--- src/rtl/diff_drive_odometry_top_macros.svh ---
// ----------------------------------------------------------------------------
// diff_drive_odometry_top_macros
// Assertion macros shared by the odometry block.
// ----------------------------------------------------------------------------
`ifndef DIFF_DRIVE_ODOMETRY_TOP_MACROS_SVH
`define DIFF_DRIVE_ODOMETRY_TOP_MACROS_SVH

// same-cycle implication
`define DDO_ASSERT_NOW(lbl, clk, rst_n, ante, cons, msg) \
    lbl: assert property (@(posedge clk) disable iff (!rst_n) (ante) |-> (cons)) \
        else $error(msg);

// next-cycle implication
`define DDO_ASSERT_NEXT(lbl, clk, rst_n, ante, cons, msg) \
    lbl: assert property (@(posedge clk) disable iff (!rst_n) (ante) |=> (cons)) \
        else $error(msg);

`endif

--- src/rtl/ddo_pkg.sv ---
// ----------------------------------------------------------------------------
// ddo_pkg
// Types and constants of the differential drive odometry block.
// ----------------------------------------------------------------------------
package ddo_pkg;

    localparam int COUNT_BITS = 16;
    localparam int WRAP_W     = 39;

    // angle constants, Q3.28
    localparam logic [WRAP_W-1:0] PI_W     = 39'd843314857;
    localparam logic [WRAP_W-1:0] TWO_PI_W = 39'd1686629714;
    // 129*pi: makes any tick's angle sum positive before reduction
    localparam logic [WRAP_W-1:0] BIAS_W   = 39'd108787616553;
    localparam logic signed [31:0] PI_S    = 32'sd843314857;
    localparam logic signed [31:0] HALF_PI = 32'sd421657428;
    localparam logic signed [33:0] GAIN    = 34'sd652032874;

    localparam logic [4:0] WRAP_TOP  = 5'd6;
    localparam logic [4:0] MULT_LAST = 5'd4;

    // configuration register indexes
    localparam logic [1:0] REG_DISTANCE = 2'd0;
    localparam logic [1:0] REG_HEADING  = 2'd1;
    localparam logic [1:0] REG_WEIGHT   = 2'd2;
    localparam logic [1:0] REG_INTERVAL = 2'd3;

    typedef enum logic [3:0] {
        S_IDLE, S_HSTEP, S_WRAP_ODO, S_LOAD_IMU, S_WRAP_IMU, S_BLEND,
        S_FOLD, S_ROTATE, S_SIGN, S_MULT, S_EMIT
    } t_state;

    typedef enum logic [3:0] {
        OP_NONE, OP_CAPTURE, OP_HSTEP, OP_WRAP_STEP, OP_ODO_STORE,
        OP_BLEND, OP_FOLD, OP_ROTATE, OP_SIGN, OP_MULT, OP_EMIT
    } t_op;

    typedef struct packed {
        t_op        op;
        logic [4:0] idx;
    } t_cmd;

    typedef struct packed {
        logic emit;      // this tick produces a pose
        logic out_busy;  // output register full and stalled
    } t_stat;

    // 2*pi scaled by 2^k
    function automatic logic [WRAP_W-1:0] wrap_step(input logic [2:0] k);
        return TWO_PI_W << k;
    endfunction

    // arctangent table, 2^-30 rad, truncated
    function automatic logic signed [33:0] atan_q30(input logic [4:0] i);
        logic signed [33:0] v;
        case (i)
            5'd0:  v = 34'sd843314856;
            5'd1:  v = 34'sd497837829;
            5'd2:  v = 34'sd263043836;
            5'd3:  v = 34'sd133525158;
            5'd4:  v = 34'sd67021686;
            5'd5:  v = 34'sd33543515;
            5'd6:  v = 34'sd16775850;
            5'd7:  v = 34'sd8388437;
            5'd8:  v = 34'sd4194282;
            5'd9:  v = 34'sd2097149;
            5'd10: v = 34'sd1048575;
            5'd11: v = 34'sd524287;
            5'd12: v = 34'sd262143;
            5'd13: v = 34'sd131071;
            5'd14: v = 34'sd65535;
            5'd15: v = 34'sd32767;
            5'd16: v = 34'sd16383;
            5'd17: v = 34'sd8191;
            5'd18: v = 34'sd4095;
            5'd19: v = 34'sd2047;
            5'd20: v = 34'sd1023;
            5'd21: v = 34'sd511;
            5'd22: v = 34'sd255;
            5'd23: v = 34'sd127;
            5'd24: v = 34'sd63;
            5'd25: v = 34'sd31;
            5'd26: v = 34'sd15;
            5'd27: v = 34'sd7;
            5'd28: v = 34'sd3;
            5'd29: v = 34'sd1;
            default: v = 34'sd0;
        endcase
        return v;
    endfunction

endpackage

--- src/rtl/ddo_ctrl.sv ---
// ----------------------------------------------------------------------------
// ddo_ctrl
// Sequencer for one odometry tick.
// ----------------------------------------------------------------------------
module ddo_ctrl #(
    parameter int CORDIC_STEPS = 24
) (
    input  logic          i_clk,
    input  logic          i_rst_n,
    input  logic          i_in_valid,
    output logic          o_in_ready,
    input  ddo_pkg::t_stat i_stat,
    output ddo_pkg::t_cmd  o_cmd
);
    import ddo_pkg::*;

    localparam logic [4:0] STEPS_LAST = 5'(CORDIC_STEPS - 1);

    t_state     r_state, n_state;
    logic [4:0] r_cnt, n_cnt;

    always_ff @(posedge i_clk) begin
        if (!i_rst_n) begin
            r_state <= S_IDLE;
            r_cnt   <= '0;
        end else begin
            r_state <= n_state;
            r_cnt   <= n_cnt;
        end
    end

    // next state
    always_comb begin
        n_state = r_state;
        n_cnt   = r_cnt;
        unique case (r_state)
            S_IDLE:     if (i_in_valid) n_state = S_HSTEP;
            S_HSTEP: begin
                n_state = S_WRAP_ODO;
                n_cnt   = WRAP_TOP;
            end
            S_WRAP_ODO: begin
                if (r_cnt == 5'd0) n_state = S_LOAD_IMU;
                else n_cnt = r_cnt - 5'd1;
            end
            S_LOAD_IMU: begin
                n_state = S_WRAP_IMU;
                n_cnt   = WRAP_TOP;
            end
            S_WRAP_IMU: begin
                if (r_cnt == 5'd0) n_state = S_BLEND;
                else n_cnt = r_cnt - 5'd1;
            end
            S_BLEND:    n_state = S_FOLD;
            S_FOLD: begin
                n_state = S_ROTATE;
                n_cnt   = '0;
            end
            S_ROTATE: begin
                if (r_cnt == STEPS_LAST) n_state = S_SIGN;
                else n_cnt = r_cnt + 5'd1;
            end
            S_SIGN: begin
                n_state = S_MULT;
                n_cnt   = '0;
            end
            S_MULT: begin
                if (r_cnt == MULT_LAST) n_state = S_EMIT;
                else n_cnt = r_cnt + 5'd1;
            end
            S_EMIT:     if (!(i_stat.emit && i_stat.out_busy)) n_state = S_IDLE;
            default:    n_state = S_IDLE;
        endcase
    end

    // outputs
    always_comb begin
        o_in_ready = 1'b0;
        o_cmd.op   = OP_NONE;
        o_cmd.idx  = r_cnt;
        unique case (r_state)
            S_IDLE: begin
                o_in_ready = 1'b1;
                if (i_in_valid) o_cmd.op = OP_CAPTURE;
            end
            S_HSTEP:    o_cmd.op = OP_HSTEP;
            S_WRAP_ODO: o_cmd.op = OP_WRAP_STEP;
            S_LOAD_IMU: o_cmd.op = OP_ODO_STORE;
            S_WRAP_IMU: o_cmd.op = OP_WRAP_STEP;
            S_BLEND:    o_cmd.op = OP_BLEND;
            S_FOLD:     o_cmd.op = OP_FOLD;
            S_ROTATE:   o_cmd.op = OP_ROTATE;
            S_SIGN:     o_cmd.op = OP_SIGN;
            S_MULT:     o_cmd.op = OP_MULT;
            S_EMIT:     if (!(i_stat.emit && i_stat.out_busy)) o_cmd.op = OP_EMIT;
            default:    o_cmd.op = OP_NONE;
        endcase
    end

endmodule

--- config.mk ---
export PLATFORM = sky130hd
export DESIGN_NAME = ddo_ctrl
export DESIGN_NICKNAME = d
export VERILOG_FILES = /design/src/rtl/diff_drive_odometry_top_macros.svh /design/src/rtl/ddo_pkg.sv /design/src/rtl/ddo_ctrl.sv
export SDC_FILE = /design/constraint.sdc
export NUM_CORES = 1
export LEC_CHECK = 0
export BUFFER_PORTS_ARGS = -buffer_cell sky130_fd_sc_hd__buf_2
export CAP_MARGIN = 30
export CORE_MARGIN = 3
export CORE_UTILIZATION = 45
export DETAILED_ROUTE_END_ITERATION = 8
export GPL_TIMING_DRIVEN = 0
export HOLD_SLACK_MARGIN = 0.15
export PLACE_DENSITY = 0.74
export SYNTH_ARGS = -nofsm -noshare
export SYNTH_HDL_FRONTEND = slang
export SYNTH_SLANG_ARGS = --single-unit
--- constraint.sdc ---
create_clock -name i_clk -period 5.19 [get_ports i_clk]
set_input_delay 1.038 -clock i_clk [delete_from_list [all_inputs] [get_ports i_clk]]
set_output_delay 1.038 -clock i_clk [all_outputs]
set_load 0.01 [all_outputs]
==> results.cfg <==
[yosys]
yosysSeqAreaShare_pct = 19.3
synth_area_leader_cell = dfxtp_1
syn-num-nets = 122
synth_top_area_share_pct = 19.3
syn_area_sq_um = 932
syn-instance-count = 115
synth_compound_area_share_pct = 32.2
ys.warnings.count = 0
synth_ff_type = dfxtp_1
synth_edf_count = 0
async_flop_share_pct = 0
synthMuxAreaShare_pct = 1.07
synthSimpleGateAreaFrac_pct = 33.0
ys_top_cells_by_area = dfxtp_1, buf_6, a21oi_1
yosys.cell_types.count = 51
synth_top_family_by_area = simple AND/OR/NAND/NOR gates
synthAdderAreaFrac_pct = 2.68
synth_xor_area_share_pct = 1.88
synth-seq-cells = 9
postSynthAreaPerCell_sq_um = 8.11

[final_layout]
n_antenna_cell = 0
most-common-layout-cells = buf_2, dfxtp_1, nor2_1, nand2_1, a21oi_1
final_common_cell = buf_2
filler_cell_count = 192
areaGrowthSynthToFinish_pct = 13.2
drive_above_1_share_pct = 25.8
final_area_sq_um = 1050
layout.nets = 140

[grt]
grt_pass1_vias = 853
grt.busiest_layer = met2
grt_use_met2_pct = 28.4
grt_max_degree = 11
grt_pass1_wl_mm = 3.87
met3_usage_pct = 5.44
use_met1_pct = 27.0
grt_overflow = 0
antenna_found_initial = 0
grt_usage_pct = 19.0

[worst_hold_path]
whs_path_depth = 2
worstHoldEndpoint = r_cnt[4]
hold_path.startpoint = r_cnt[4]
hold_class = reg -> reg

[worst_setup_path]
cp.arrival_ns = 1.75
critPathKind = in -> out
reg2reg_to = r_cnt[4]
end_kind = primary output
critPathMaxFanout = 3
startpoint_type = primary input
reg2regPathDepth = 10
crit_required_ns = 4.15
r2r-start = r_state[0]
reg2reg_slack_ns = 2.80

[clocking]
cts_max_path_buffers = 2
clock-sinks = 9
cts-root-buf = clkbuf_4
clk_pin_slew_ns = 0.06
cts-hold-fix-buffers = 0
cts_tree = yes
cts-htree-levels = 1
post_cts_buffers = 0
cts_resized = 0
cts_buffers = 3
clk_latency_ns = 0.27

[floorplanning]
die-area_sq_um = 2650
core-area_sq_um = 1840
die_w_um = 51.5
num_rows = 15
io_pins = 15
die_y_um = 51.5
start_util_pct = 50.7

[route]
viasPerCell = 6.18
drc = 0
drt_iter0_drc = 38
drtPass1Iterations = 5
routed_wirelength_mm = 2.33
via_count = 970
post_drt_wl_per_cell_um = 14.9
ant_nets = 0

[sta]
maxSlewViolCount = 0
min_period_over_period_pct = 53.7
slew_headroom_pct = 69.8
skew_ns = 0.00830
max_freq_mhz = 359
hold_violations = 0
fin_crit_ns = 2.79
finalSetupViolations = 0
worstMarginPinSlew_ns = 0.452
setup_tns_ns = 0
grt_setup_unrepaired = false

[power]
p_leak_nw = 0.444
power_density_nw_per_um2 = 400
peakVddDrop_mv = 0.178

[place]
place_area_sq_um = 1030
place.gp.congestion = 0.853
detailed_place_hpwl_mm = 1.74
io_buffers = 13

[run]
max_cap_viol_count = 0

[status]
status = completed
-- power breakdown --
| part | total [mW] | switching, mW | internal (mW) |
|---|---|---|---|
| clock network | 0.0557 | 0.0260 | 0.0297 |
| logic | 0.264 | 0.140 | 0.124 |
| registers | 0.102 | 0.0193 | 0.0826 |
| total | 0.422 | 0.186 | 0.236 |
-- cell type report --
type | instances | area, sq um | area share [%]
Tap cell | 25 | 31.3 | 2.97
Timing Repair Buffer | 13 | 65.1 | 6.17
Sequential cell | 9 | 180 | 17.1
Multi-Input combinational cell | 93 | 661 | 62.6
Clock buffer | 4 | 26.3 | 2.49
Buffer | 11 | 83.8 | 7.95
Inverter | 2 | 7.51 | 0.712
-- layer usage --
metal	part of all wire [%]	wire length, um
met4	0.26	6
met3	7.4	173
met1	46	1070
met2	47	1090
met5	0	0
-- critical path, cell delays in order --
cell    delay, ns
buf_2        0.09
and2_1       0.18
o21a_1       0.17
nor3_1       0.11
buf_2        0.15
-- state kept, by name, summed over array words and instances, names as in the netlist --
register  cells
r_state       4
r_cnt         5
-- worst max-delay path by stage --
stage / endpoint / startpoint / cells past startpoint
6_report: o_cmd[8] / i_stat[1] / 5
5_1_grt: o_cmd[6] / r_state[2] / 6
4_1_cts: o_cmd[8] / i_stat[1] / 5
3_5_place_dp: o_cmd[8] / i_stat[1] / 5
3_3_place_gp: o_cmd[8] / i_stat[1] / 5
2_1_floorplan: o_cmd[8] / i_stat[1] / 3
-- cells by family after synthesis --
logic type,after synthesis
adder cells (fa/ha/maj),2
AO/OA/AOI/OAI,42
multiplexers,1
flip-flops,9
XOR/XNOR,2
buffers and inverters,13
AND/OR/NAND/NOR,46
-- synth_stat cells (2+ instances only) --
| master | count |
|---|---|
| nor3_1 | 4 |
| o22ai_1 | 4 |
| and4b_1 | 2 |
| and2b_1 | 2 |
| nand2_1 | 8 |
| o21a_1 | 2 |
| a31oi_1 | 3 |
| nand3_1 | 3 |
| dfxtp_1 | 9 |
| or3_1 | 2 |
| nor4_1 | 2 |
| xor2_1 | 2 |
| nor2b_1 | 2 |
| nor2_1 | 8 |
| and2_1 | 2 |
| buf_6 | 4 |
| nand2b_1 | 2 |
| o21ai_1 | 3 |
| clkbuf_1 | 3 |
| a21bo_2 | 2 |
| buf_4 | 3 |
| a21oi_1 | 7 |
| ha_1 | 2 |
| o21ai_0 | 4 |
| a211oi_1 | 2 |
| inv_1 | 2 |
| a21boi_1 | 2 |
-- stage by stage --
stage / util (%) / hold WS (ns) / total power, mW / cells / setup WS (ns)
global placement: 55.9 / 0.534 / 0.357 / 153 / 2.41
CTS: 57.3 / 0.556 / 0.418 / 157 / 2.41
global route: 57.3 / 0.589 / 0.454 / 157 / 2.30
finish: 57.3 / 0.553 / 0.422 / 157 / 2.40
detailed placement: 55.9 / 0.547 / 0.362 / 153 / 2.41
floorplan: - / 0.549 / 0.302 / 115 / 2.54
(Power assumes the default switching activity.)
